<file path="config.mk">
export PLATFORM = sky130hd
export DESIGN_NAME = ansi_terminal_char_processor_core
export DESIGN_NICKNAME = d
export VERILOG_FILES = /design/src/sv/atcp_pkg.sv /design/src/sv/atcp_param_mem.sv /design/src/sv/atcp_alu.sv /design/src/sv/ansi_terminal_char_processor_core.sv
export SDC_FILE = /design/constraint.sdc
export NUM_CORES = 1
export LEC_CHECK = 0
export BUFFER_PORTS_ARGS = -buffer_cell sky130_fd_sc_hd__buf_2
export CAP_MARGIN = 20
export CORE_MARGIN = 8
export CORE_UTILIZATION = 49
export CTS_BUF_LIST = sky130_fd_sc_hd__clkbuf_4 sky130_fd_sc_hd__clkbuf_8 sky130_fd_sc_hd__clkbuf_16
export DETAILED_ROUTE_END_ITERATION = 7
export PLACE_DENSITY = 0.75
export SLEW_MARGIN = 40
export SYNTH_ARGS = -nofsm -noshare
export SYNTH_HDL_FRONTEND = slang
export SYNTH_HIERARCHICAL = 1
export SYNTH_SLANG_ARGS = --single-unit
</file>
<file path="constraint.sdc">
create_clock -name clk -period 7.23 [get_ports clk]
set_clock_uncertainty 0.15 [all_clocks]
set_input_delay 1.8075 -clock clk [delete_from_list [all_inputs] [get_ports clk]]
set_output_delay 1.8075 -clock clk [all_outputs]
set_load 0.1 [all_outputs]
</file>
<file path="src/sv/atcp_pkg.sv">
// ============================================================================
// atcp_pkg
// Shared types and constants of the terminal character processor.
// ============================================================================
`default_nettype none

package atcp_pkg;

    localparam int MAX_PARAMS_DEF = 8;
    localparam int PARAM_BITS_DEF = 16;

    localparam logic [7:0] CH_ESC    = 8'h1B;
    localparam logic [7:0] CH_LBRACK = 8'h5B;
    localparam logic [7:0] CH_M      = 8'h6D;
    localparam logic [7:0] CH_H      = 8'h48;
    localparam logic [7:0] CH_G      = 8'h47;
    localparam logic [7:0] CH_SEMI   = 8'h3B;
    localparam logic [7:0] CH_NL     = 8'h0A;
    localparam logic [7:0] CH_ZERO   = 8'h30;
    localparam logic [7:0] CH_NINE   = 8'h39;

    localparam logic [3:0] INTENSITY_BIT = 4'(1 << 3);
    localparam logic [3:0] FG_RESET      = 4'd15;
    localparam logic [3:0] BG_RESET      = 4'd0;
    localparam logic [7:0] COLUMNS_RESET = 8'd80;
    localparam logic [7:0] ROWS_RESET    = 8'd25;

    localparam int FG_LO = 30;
    localparam int FG_HI = 37;
    localparam int BG_LO = 40;
    localparam int BG_HI = 47;

    localparam logic CFG_COLUMNS = 1'b0;
    localparam logic CFG_ROWS    = 1'b1;

    typedef enum logic [1:0] {
        MODE_NORMAL,
        MODE_ESC,
        MODE_CSI
    } atcp_mode_t;

    typedef enum logic [2:0] {
        ST_IDLE,
        ST_EXEC,
        ST_WALK_ADDR,
        ST_WALK_USE,
        ST_POS_ADDR,
        ST_POS_USE,
        ST_EMIT
    } atcp_state_t;

    typedef struct packed {
        logic       is_one;
        logic       fg_hit;
        logic       bg_hit;
        logic [2:0] fg_code;
        logic [2:0] bg_code;
        logic       pos_ok;
        logic [7:0] pos;
    } atcp_alu_res_t;

endpackage

`default_nettype wire

</file>
<file path="src/sv/atcp_param_mem.sv">
// ============================================================================
// atcp_param_mem
// Storage for the parameters of one escape sequence, registered read.
// ============================================================================
`default_nettype none

module atcp_param_mem #(
    parameter int DEPTH = 8,
    parameter int WIDTH = 16
) (
    input  wire logic                     clk,
    input  wire logic                     we,
    input  wire logic [$clog2(DEPTH)-1:0] waddr,
    input  wire logic [WIDTH-1:0]         wdata,
    input  wire logic [$clog2(DEPTH)-1:0] raddr,
    output logic      [WIDTH-1:0]         rdata
);

    logic [WIDTH-1:0] mem [DEPTH];

    always_ff @(posedge clk)
    begin
        if (we)
        begin
            mem[waddr] <= wdata;
        end
        rdata <= mem[raddr];
    end

endmodule

`default_nettype wire

</file>
<file path="src/sv/atcp_alu.sv">
// ============================================================================
// atcp_alu
// Shared compare unit that classifies one stored parameter.
// ============================================================================
`default_nettype none

module atcp_alu #(
    parameter int PARAM_BITS = 16
) (
    input  wire logic [PARAM_BITS-1:0]       value,
    input  wire logic [7:0]                  limit,
    output atcp_pkg::atcp_alu_res_t          res
);

    import atcp_pkg::*;

    logic [PARAM_BITS-1:0] pos_full;

    always_comb
    begin
        pos_full = (value == '0) ? '0 : value - PARAM_BITS'(1);
        res.is_one  = (value == PARAM_BITS'(1));
        res.fg_hit  = (value >= PARAM_BITS'(FG_LO)) && (value <= PARAM_BITS'(FG_HI));
        res.bg_hit  = (value >= PARAM_BITS'(BG_LO)) && (value <= PARAM_BITS'(BG_HI));
        res.fg_code = value[2:0] + 3'd2;
        res.bg_code = value[2:0];
        res.pos_ok  = (pos_full < PARAM_BITS'(limit));
        res.pos     = pos_full[7:0];
    end

endmodule

`default_nettype wire

</file>
<file path="src/sv/ansi_terminal_char_processor_core.sv">
// ============================================================================
// ansi_terminal_char_processor_core
// Terminal byte processor with cursor, colors and a CSI escape parser.
// ============================================================================
// One byte is requested on in_byte with in_valid; the block holds in_stall
// high while it works on a byte. Every byte gives exactly one result on the
// output channel, held until out_stall is low at a clock edge.
// A plain byte or a newline goes from the byte register through the execute
// state to the emit state, which loads the result register and frees the
// block. The final byte of a CSI sequence passes more states: 'm' walks each
// stored parameter through the shared compare unit in an address state and
// a use state, as do 'H' with two and 'G' with one parameter, since each
// parameter is read from the registered parameter memory before it is checked.
// The next byte is accepted as soon as a result is loaded, even while that
// result still waits for the receiver; the following result waits inside
// the block until the output register is free.
// Reset returns the parser to text mode, the cursor to the top left corner,
// the colors to white on black and the screen size to 80 by 25.
// Configuration writes on cfg_wen are taken at any edge.
// ============================================================================
`default_nettype none

module ansi_terminal_char_processor_core #(
    parameter int MAX_PARAMS = atcp_pkg::MAX_PARAMS_DEF,
    parameter int PARAM_BITS = atcp_pkg::PARAM_BITS_DEF
) (
    input  wire logic       clk,
    input  wire logic       rst_n,
    input  wire logic       cfg_wen,
    input  wire logic       cfg_index,
    input  wire logic [7:0] cfg_wdata,
    input  wire logic       in_valid,
    output logic            in_stall,
    input  wire logic [7:0] in_byte,
    output logic            out_valid,
    input  wire logic       out_stall,
    output logic            cell_valid,
    output logic      [7:0] cell_col,
    output logic      [7:0] cell_row,
    output logic      [7:0] cell_char,
    output logic      [3:0] cell_fg,
    output logic      [3:0] cell_bg,
    output logic            scroll_up,
    output logic      [7:0] cur_col,
    output logic      [7:0] cur_row
);

    import atcp_pkg::*;

    localparam int ADDR_W = $clog2(MAX_PARAMS);
    localparam int CNT_W  = $clog2(MAX_PARAMS + 1);
    localparam int EXT_W  = PARAM_BITS + 4;

    atcp_state_t           state_reg, state_next;
    atcp_mode_t            mode_reg, mode_next;
    logic [PARAM_BITS-1:0] acc_reg, acc_next;
    logic [CNT_W-1:0]      count_reg, count_next;
    logic                  over_reg, over_next;
    logic [7:0]            col_reg, col_next;
    logic [7:0]            row_reg, row_next;
    logic [3:0]            fg_reg, fg_next;
    logic [3:0]            bg_reg, bg_next;
    logic [7:0]            columns_reg;
    logic [7:0]            rows_reg;
    logic                  out_valid_reg, out_valid_next;

    logic [7:0]            byte_reg, byte_next;
    logic                  final_h_reg, final_h_next;
    logic [CNT_W-1:0]      idx_reg, idx_next;
    logic                  pass_reg, pass_next;
    logic [7:0]            tmp_col_reg, tmp_col_next;
    logic                  tmp_ok_reg, tmp_ok_next;
    logic [3:0]            inten_reg, inten_next;
    logic                  res_valid_reg, res_valid_next;
    logic                  res_scroll_reg, res_scroll_next;
    logic [7:0]            res_col_reg, res_col_next;
    logic [7:0]            res_row_reg, res_row_next;
    logic [7:0]            res_char_reg, res_char_next;
    logic [3:0]            res_fg_reg, res_fg_next;
    logic [3:0]            res_bg_reg, res_bg_next;
    logic                  load_out;

    logic                  mem_we;
    logic [ADDR_W-1:0]     mem_waddr;
    logic [PARAM_BITS-1:0] mem_rdata;
    logic [7:0]            alu_limit;
    atcp_alu_res_t         alu_res;

    logic [7:0]            eff_cols;
    logic [7:0]            eff_rows;
    logic [8:0]            col_inc;
    logic [EXT_W-1:0]      acc_mul;
    logic                  push_room;
    logic [CNT_W-1:0]      count_post;
    logic                  over_post;

    atcp_param_mem #(
        .DEPTH (MAX_PARAMS),
        .WIDTH (PARAM_BITS)
    ) u_param_mem (
        .clk   (clk),
        .we    (mem_we),
        .waddr (mem_waddr),
        .wdata (acc_reg),
        .raddr (idx_reg[ADDR_W-1:0]),
        .rdata (mem_rdata)
    );

    atcp_alu #(
        .PARAM_BITS (PARAM_BITS)
    ) u_alu (
        .value (mem_rdata),
        .limit (alu_limit),
        .res   (alu_res)
    );

    always_ff @(posedge clk or negedge rst_n)
    begin
        if (!rst_n)
        begin
            state_reg     <= ST_IDLE;
            mode_reg      <= MODE_NORMAL;
            acc_reg       <= '0;
            count_reg     <= '0;
            over_reg      <= 1'b0;
            col_reg       <= '0;
            row_reg       <= '0;
            fg_reg        <= FG_RESET;
            bg_reg        <= BG_RESET;
            columns_reg   <= COLUMNS_RESET;
            rows_reg      <= ROWS_RESET;
            out_valid_reg <= 1'b0;
        end
        else
        begin
            state_reg     <= state_next;
            mode_reg      <= mode_next;
            acc_reg       <= acc_next;
            count_reg     <= count_next;
            over_reg      <= over_next;
            col_reg       <= col_next;
            row_reg       <= row_next;
            fg_reg        <= fg_next;
            bg_reg        <= bg_next;
            out_valid_reg <= out_valid_next;
            if (cfg_wen)
            begin
                case (cfg_index)
                    CFG_COLUMNS: columns_reg <= cfg_wdata;
                    CFG_ROWS:    rows_reg    <= cfg_wdata;
                    default:     columns_reg <= columns_reg;
                endcase
            end
        end
    end

    always_ff @(posedge clk)
    begin
        byte_reg       <= byte_next;
        final_h_reg    <= final_h_next;
        idx_reg        <= idx_next;
        pass_reg       <= pass_next;
        tmp_col_reg    <= tmp_col_next;
        tmp_ok_reg     <= tmp_ok_next;
        inten_reg      <= inten_next;
        res_valid_reg  <= res_valid_next;
        res_scroll_reg <= res_scroll_next;
        res_col_reg    <= res_col_next;
        res_row_reg    <= res_row_next;
        res_char_reg   <= res_char_next;
        res_fg_reg     <= res_fg_next;
        res_bg_reg     <= res_bg_next;
        if (load_out)
        begin
            cell_valid <= res_valid_reg;
            cell_col   <= res_col_reg;
            cell_row   <= res_row_reg;
            cell_char  <= res_char_reg;
            cell_fg    <= res_fg_reg;
            cell_bg    <= res_bg_reg;
            scroll_up  <= res_scroll_reg;
            cur_col    <= col_reg;
            cur_row    <= row_reg;
        end
    end

    always_comb
    begin
        eff_cols   = (columns_reg == 8'd0) ? 8'd1 : columns_reg;
        eff_rows   = (rows_reg == 8'd0) ? 8'd1 : rows_reg;
        col_inc    = {1'b0, col_reg} + 9'd1;
        acc_mul    = (EXT_W'(acc_reg) << 3) + (EXT_W'(acc_reg) << 1)
                     + EXT_W'(byte_reg[3:0]);
        push_room  = (count_reg < CNT_W'(MAX_PARAMS));
        count_post = push_room ? count_reg + CNT_W'(1) : count_reg;
        over_post  = over_reg || !push_room;
        alu_limit  = (pass_reg) ? eff_rows : eff_cols;

        state_next      = state_reg;
        mode_next       = mode_reg;
        acc_next        = acc_reg;
        count_next      = count_reg;
        over_next       = over_reg;
        col_next        = col_reg;
        row_next        = row_reg;
        fg_next         = fg_reg;
        bg_next         = bg_reg;
        out_valid_next  = out_valid_reg;
        byte_next       = byte_reg;
        final_h_next    = final_h_reg;
        idx_next        = idx_reg;
        pass_next       = pass_reg;
        tmp_col_next    = tmp_col_reg;
        tmp_ok_next     = tmp_ok_reg;
        inten_next      = inten_reg;
        res_valid_next  = res_valid_reg;
        res_scroll_next = res_scroll_reg;
        res_col_next    = res_col_reg;
        res_row_next    = res_row_reg;
        res_char_next   = res_char_reg;
        res_fg_next     = res_fg_reg;
        res_bg_next     = res_bg_reg;
        mem_we          = 1'b0;
        mem_waddr       = count_reg[ADDR_W-1:0];
        load_out        = 1'b0;
        in_stall        = (state_reg != ST_IDLE);

        if (out_valid_reg && !out_stall)
        begin
            out_valid_next = 1'b0;
        end

        case (state_reg)
            ST_IDLE:
            begin
                if (in_valid)
                begin
                    byte_next  = in_byte;
                    state_next = ST_EXEC;
                end
            end
            ST_EXEC:
            begin
                res_valid_next  = 1'b0;
                res_scroll_next = 1'b0;
                res_col_next    = '0;
                res_row_next    = '0;
                res_char_next   = '0;
                res_fg_next     = '0;
                res_bg_next     = '0;
                state_next      = ST_EMIT;
                case (mode_reg)
                    MODE_ESC:
                    begin
                        mode_next = MODE_NORMAL;
                        if (byte_reg == CH_LBRACK)
                        begin
                            mode_next  = MODE_CSI;
                            acc_next   = '0;
                            count_next = '0;
                            over_next  = 1'b0;
                        end
                    end
                    MODE_CSI:
                    begin
                        if (byte_reg >= CH_ZERO && byte_reg <= CH_NINE)
                        begin
                            if (acc_mul[EXT_W-1:PARAM_BITS] != '0)
                            begin
                                acc_next = '1;
                            end
                            else
                            begin
                                acc_next = acc_mul[PARAM_BITS-1:0];
                            end
                        end
                        else
                        begin
                            mem_we     = push_room;
                            count_next = count_post;
                            over_next  = over_post;
                            acc_next   = '0;
                            if (byte_reg != CH_SEMI)
                            begin
                                mode_next    = MODE_NORMAL;
                                final_h_next = (byte_reg == CH_H);
                                pass_next    = 1'b0;
                                inten_next   = '0;
                                idx_next     = '0;
                                if (byte_reg == CH_M)
                                begin
                                    state_next = ST_WALK_ADDR;
                                end
                                else if (byte_reg == CH_H && !over_post
                                         && count_post == CNT_W'(2))
                                begin
                                    idx_next   = CNT_W'(1);
                                    state_next = ST_POS_ADDR;
                                end
                                else if (byte_reg == CH_G && !over_post
                                         && count_post == CNT_W'(1))
                                begin
                                    state_next = ST_POS_ADDR;
                                end
                            end
                        end
                    end
                    default:
                    begin
                        mode_next = MODE_NORMAL;
                        if (byte_reg == CH_NL)
                        begin
                            col_next = '0;
                            if (row_reg >= eff_rows - 8'd1)
                            begin
                                res_scroll_next = 1'b1;
                            end
                            else
                            begin
                                row_next = row_reg + 8'd1;
                            end
                        end
                        else if (byte_reg == CH_ESC)
                        begin
                            mode_next = MODE_ESC;
                        end
                        else
                        begin
                            res_valid_next = 1'b1;
                            res_col_next   = col_reg;
                            res_row_next   = row_reg;
                            res_char_next  = byte_reg;
                            res_fg_next    = fg_reg;
                            res_bg_next    = bg_reg;
                            col_next       = col_inc[7:0];
                            if (col_inc >= {1'b0, eff_cols})
                            begin
                                col_next = '0;
                                if (row_reg >= eff_rows - 8'd1)
                                begin
                                    res_scroll_next = 1'b1;
                                end
                                else
                                begin
                                    row_next = row_reg + 8'd1;
                                end
                            end
                        end
                    end
                endcase
            end
            ST_WALK_ADDR:
            begin
                state_next = ST_WALK_USE;
            end
            ST_WALK_USE:
            begin
                if (alu_res.is_one)
                begin
                    inten_next = INTENSITY_BIT;
                end
                if (alu_res.fg_hit)
                begin
                    fg_next = {1'b0, alu_res.fg_code} | (alu_res.is_one ? INTENSITY_BIT
                                                                          : inten_reg);
                end
                if (alu_res.bg_hit)
                begin
                    bg_next = {1'b0, alu_res.bg_code} | inten_reg;
                end
                idx_next = idx_reg + CNT_W'(1);
                if (idx_reg + CNT_W'(1) < count_reg)
                begin
                    state_next = ST_WALK_ADDR;
                end
                else
                begin
                    state_next = ST_EMIT;
                end
            end
            ST_POS_ADDR:
            begin
                state_next = ST_POS_USE;
            end
            ST_POS_USE:
            begin
                state_next = ST_EMIT;
                if (!pass_reg)
                begin
                    if (final_h_reg)
                    begin
                        tmp_col_next = alu_res.pos;
                        tmp_ok_next  = alu_res.pos_ok;
                        pass_next    = 1'b1;
                        idx_next     = '0;
                        state_next   = ST_POS_ADDR;
                    end
                    else if (alu_res.pos_ok)
                    begin
                        col_next = alu_res.pos;
                    end
                end
                else if (tmp_ok_reg && alu_res.pos_ok)
                begin
                    col_next = tmp_col_reg;
                    row_next = alu_res.pos;
                end
            end
            ST_EMIT:
            begin
                if (!out_valid_reg || !out_stall)
                begin
                    load_out       = 1'b1;
                    out_valid_next = 1'b1;
                    state_next     = ST_IDLE;
                end
            end
            default:
            begin
                state_next = ST_IDLE;
            end
        endcase

        out_valid = out_valid_reg;
    end

endmodule

`default_nettype wire

</file>
**After elaboration in Yosys (flattened, before gate mapping)**

Memory sizes are Yosys's and may differ from the RTL's. A register that Yosys moved wholly into a read port is not among the register bits.
Cells that the tools add are included.

- Register bits: 178
- Bits in writable memories: 128
- Bits of input ports: 22
- Output and inout bits: 52
- Word-level logic and storage cells: 225
- Memories kept: 1

- Add/sub/neg operators: 9
- Order comparisons: 11
- Eq/ne operators: 36
- Mux-type cells: 84
- Bitwise logic cells: 5
- Reductions and logical operators: 44

Memories:

| memory | depth | bits a word | rd ports | clocked after memory_dff | wr ports | line | RTL |
|---|---|---|---|---|---|---|---|
| u_param_mem.mem | 8 | 16 | 1 | 1 | 1 | atcp_param_mem.sv:19 | `logic [WIDTH-1:0] mem [DEPTH];` |

Operators with widths:

| cell | number |
|---|---|
| $mux 8 | 18 |
| $mux 16 | 4 |
| $mux 4 | 12 |
| $eq 8x7->1 const B | 4 |
| $le 16x6->1 const B | 2 |
| $pmux 16 s2 | 1 |
| $pmux 8 s2 | 2 |
| $mux 1 | 26 |
| $ne 2x2->1 const B | 13 |
| $mux 3 | 7 |
| $pmux 3 s7 | 1 |
| $add 19x17->20 | 1 |
| $add 20x4->20 | 1 |
| $reduce_and 6->1 | 3 |
| $eq 16x1->1 const B | 1 |
| $ge 16x5->1 const B | 1 |
| $ge 16x6->1 const B | 1 |
| $logic_not 16->1 | 1 |
| $logic_not 8->1 | 2 |
| $lt 16x8->1 | 1 |
| $pmux 4 s2 | 2 |
| $reduce_and 4->1 | 4 |
| $sub 16x1->16 const B | 1 |
| $ne 3x3->1 const B | 5 |
| 39 further kinds | 75 |

**Logic depth before layout (Yosys ltp)**

- Depth in word-level cells: 13
- Mapped depth: 19
- Depth with buffers taken out: 17

**Modules after synthesis**

The synthesis kept the hierarchy.

By module, submodules not included:

| module | times used | cells an instance | area each (sq um) | seq. area each (sq um) |
|---|---|---|---|---|
| ansi_terminal_char_processor_core | 1 | 761 | 8,824.7 | 5,021.1 |
| atcp_param_mem | 1 | 214 | 5,293.8 | 4,164.0 |
| atcp_alu | 1 | 92 | 628.1 | 0.0 |

**Least setup slack after synthesis**

OpenSTA, ideal clock, no wires.

- Path kind: input-to-reg
- Start: in out_stall
- End: reg cell_bg[0], enable pin
- Library setup time: 0.530 ns
- Arrival: 5.611 ns
- Required time: 6.550 ns
- Path slack: 0.939 ns
- Cell stages on the path: 2
- Path buffers: 0
- Cell sequence: nand2_1 -> nor3b_1

- Cells in the longest elaborated chain, start to end: 4

RTL lines:

| what | line | RTL |
|---|---|---|
| start: declaration | ansi_terminal_char_processor_core.sv:36 | `input wire logic out_stall,` |
| $logic_not 1->1 | ansi_terminal_char_processor_core.sv:411 | `if (!out_valid_reg \|\| !out_stall)` |
| $logic_or 1x1->1 | ansi_terminal_char_processor_core.sv:411 |  |
| $mux 1 | ansi_terminal_char_processor_core.sv:411 |  |
| $mux 1 | ansi_terminal_char_processor_core.sv:233 | `case (state_reg)` |
| via load_out | ansi_terminal_char_processor_core.sv:81 | `logic load_out;` |
| end signal: assignment | ansi_terminal_char_processor_core.sv:180 | `cell_bg <= res_bg_reg;` |
| end: declaration | ansi_terminal_char_processor_core.sv:42 | `output logic [3:0] cell_bg,` |

The timed path passes the listed nets, and every way through them passes these cells.
A chain may end at the register's enable or synchronous reset.

==> impl_metrics.csv <==
group,metric,value,unit
logic_synthesis,synth_area_leaders,"edfxtp_1 (49%), dfrtp_1 (9.8%), ha_1 (5.9%)",
sta,fin_ws,2.91,ns
clock_tree,cts_root_buf,"clkbuf_16",
route,wl_per_cell,19.2,um
power_and_ir_drop,clock_power_share,0.324,
logic_synthesis,synth_cell_types,76,
sta,drv_slew,0,
sta,period_needed,4.32,ns
clock_tree,postCtsSetupBuffers,0,
global_routing,grtUsageTotal,0.166,
critical_path,startpoint_type,"flip-flop",
sta,hold_viol,0,
layout,area_growth_syn_to_layout,13.7,%
floorplanning,coreArea,29600,sq um
global_routing,grt.met2_usage,0.281,
logic_synthesis,syn-cell-area,14700,sq um
sta,rsz0062_at_grt,"no",
logic_synthesis,synth_top_cell_by_area,"edfxtp_1",
power_and_ir_drop,ir_drop,154,uV
global_routing,use_met1,0.218,
critical_path,crit_buf_inv,0,
floorplanning,die-height,189,um
placed_design,post-place-ws,2.97,ns
critical_path,r2r_end,"col_reg[2]",
logic_synthesis,avgSynthCellArea,13.8,sq um
global_routing,overflow,0,
worst_hold_path,worstHoldStart,"res_row_reg[7]",
logic_synthesis,ys_seq_area_frac,0.623,
placed_design,dp_hpwl,20100,um
sta,tns,0,ns
run,drv_cap,0,
sta,fmax,232,MHz
global_routing,grt_pass1_wl,48200,um
critical_path,r2r_setup_slack,2.91,ns
floorplanning,die_area,35900,sq um
clock_tree,numClockSinks,322,
logic_synthesis,netlist_instances,1067,
worst_hold_path,whs_path_depth,0,
logic_synthesis,synth_flop_cell,"edfxtp_1",
sta,period_share,0.597,
floorplanning,die_width,189,um
global_routing,grt_pass1_vias,9138,
logic_synthesis,ys_async_sr_fraction,0.208,
route,drt-total-wl,29900,um
critical_path,crit_top_cell,"o21ai_0",
global_routing,grt_max_degree,68,
critical_path,endpoint_kind,"flip-flop",
layout,antenna_cells,0,
clock_tree,cts_buffers,34,
clock_tree,clk_latency,0.52,ns
sta,slew_headroom,0.438,
route,dr.pass1.iters,5,
logic_synthesis,netlist.area_leader.share,0.487,
floorplanning,start_util,0.498,
clock_tree,post_cts_resized,0,
route,drt_iter0_drc,746,
placed_design,port_buffers,73,
floorplanning,placementRows,63,
power_and_ir_drop,p_int,3760,uW
route,drc,0,
sta,finalHoldWorstSlack,0.268,ns
logic_synthesis,yosys_warnings,6,
placed_design,gp_congestion,0.906,
sta,setup_viol_count_final,0,
global_routing,antenna_found_initial,0,
clock_tree,tritoncts,"done",
critical_path,r2r-start,"u_param_mem/rdata[10]",
power_and_ir_drop,finalPower,5630,uW
critical_path,cp_cell_sequence,"or4_4 -> nor4_2 -> and3_1 -> nor2_1 -> ha_1 -> o21ai_0 -> a21oi_1 -> nand4b_1 -> a41oi_2 -> a2111oi_2 -> nand3_1 -> o21ai_0 -> and2_1 -> o21ai_0 -> a22o_1",
critical_path,path_delay_family,"simple AND/OR/NAND/NOR gates",
route,via_per_inst,5.80,
global_routing,top_usage_layer,"met2",
route,drt.antenna.violating_nets,0,
critical_path,critPathMaxFanout,16,
run_status,status,"completed",
layout,nNetsFinal,1238,
clock_tree,cts.htree.levels,2,
worst_hold_path,hold_end,"cell_row[7]",
critical_path,cp_slowest_cell,"or4_4",
power_and_ir_drop,p_switching,1860,uW
power_and_ir_drop,cellPowerDensity,336,nW/um^2
logic_synthesis,synth-edff-count,239,
layout,n_fill_cell,2286,
logic_synthesis,yosys_register_bits,322,
logic_synthesis,synth_nets,1160,
critical_path,slowest_delay,0.53,ns
clock_tree,ctsHoldBuffers,0,
floorplanning,pin_count,74,
placed_design,post_dp_cell_area,15600,sq um
power_and_ir_drop,power_frac_comb,0.243,
worst_hold_path,hp-class,"reg2reg",
critical_path,worstSetupPathType,"reg2reg",
global_routing,gr-usage-met3,0.0259,
critical_path,reg2regPathDepth,15,
clock_tree,clock_path_buffers,3,
critical_path,critPathRequiredTime,7.48,ns
route,vias,9049,
power_and_ir_drop,p_seq_frac,0.434,
power_and_ir_drop,p_sw_frac,0.331,
sta,worst_pin_slew,0.834,ns
clock_tree,clkSlewWorstSetupHoldPaths,0.06,ns
critical_path,arrival,4.56,ns
power_and_ir_drop,total_leakage_power,0.00664,uW
layout,largest_reg_flops,128,
layout,final_cell_area,16800,sq um
layout,layout-drive-gt1-share,0.180,
-- placed cells by master (no fill, tap or decap), types with 8 or more instances in the layout --
master     instances
xor2_1            10
nand3_1           21
a21o_1             9
a21oi_1           56
nand2b_1          15
inv_1             36
nand4_1            9
dfxtp_1           16
nand2_1           73
clkbuf_16         35
dfrtp_1           58
o21ai_0           55
mux2i_1            8
mux2_2            29
nor2_1            56
and2_1            34
buf_2             73
mux4_1            28
ha_1              69
a31oi_1            9
edfxtp_1         239
and3_1            13
nor3_1            29
dfstp_2            9
xnor2_1           22
-- worst max-delay path by stage --
| stage | startpoint | endpoint | cells past startpoint |
|---|---|---|---|
| 3_3_place_gp | u_param_mem/rdata[10] | col_reg[4] | 15 |
| 2_1_floorplan | out_stall | cell_bg[0] | 2 |
| 5_1_grt | u_param_mem/rdata[6] | col_reg[5] | 15 |
| 4_1_cts | u_param_mem/rdata[10] | col_reg[4] | 15 |
| 6_report | u_param_mem/rdata[10] | col_reg[2] | 15 |
| 3_5_place_dp | u_param_mem/rdata[10] | col_reg[4] | 15 |
-- layout make-up --
type | instances | area [sq um] | share of cell area
clock inverters | 23 | 287 | 0.0171
clock buffers | 39 | 906 | 0.0540
well taps | 390 | 488 | 0.0291
flip-flops and latches | 322 | 9190 | 0.548
repair buffers | 86 | 493 | 0.0294
multi-input cells | 665 | 5280 | 0.315
inverters | 36 | 135 | 0.00806
-- synth_stat cells (24+ instances only) --
library cell / count
nor2_1: 64
nand2_1: 73
and2_1: 34
o21ai_0: 55
clkbuf_1: 24
edfxtp_1: 239
nor3_1: 31
dfrtp_1: 58
mux4_1: 28
mux2_2: 29
ha_1: 69
a21oi_1: 56
inv_1: 36
-- worst reg2reg max path, cell delays in order, from the launching register on --
cell and delay [ns]:
dfxtp_1 0.30, or4_4 0.53, nor4_2 0.31, and3_1 0.42, nor2_1 0.16, ha_1 0.32
o21ai_0 0.19, a21oi_1 0.08, nand4b_1 0.12, a41oi_2 0.13, a2111oi_2 0.46, nand3_1 0.11
o21ai_0 0.09, and2_1 0.46, o21ai_0 0.19, a22o_1 0.21
-- power groups by stage --
stage                     combinational [uW]  sequential [uW]  clock (uW)
after floorplan                          683             2850           0
after global placement                  1320             2470           0
after detailed placement                1360             2470           0
after CTS                               1370             2440        1840
after global routing                    1470             2470        1920
final                                   1370             2440        1820
-- cells by family after synthesis --
logic type                 Yosys count  share of synthesized area
DFF                                322                      0.623
and+or+nand+nor                    302                      0.106
AOI/OAI and AO/OA                  191                     0.0823
buffers and inverters               80                     0.0246
adders and majority gates           71                     0.0613
muxes                               69                     0.0836
xor gates and xnor gates            32                     0.0190
-- layer usage --
metal,routed length [um],part of all wire,vias up
met4,558,0.019,0
met1,12900,0.43,4471
li1,-,-,4242
met5,0,0,-
met2,14600,0.49,293
met3,1810,0.061,43
-- metrics by stage --
step | utilization | instances
2_1_floorplan | - | 1067
3_3_place_gp | 0.522 | 1494
3_5_place_dp | 0.525 | 1499
4_1_cts | 0.566 | 1561
5_1_grt | 0.566 | 1561
6_report | 0.566 | 1561
(Power assumes the default switching activity.)
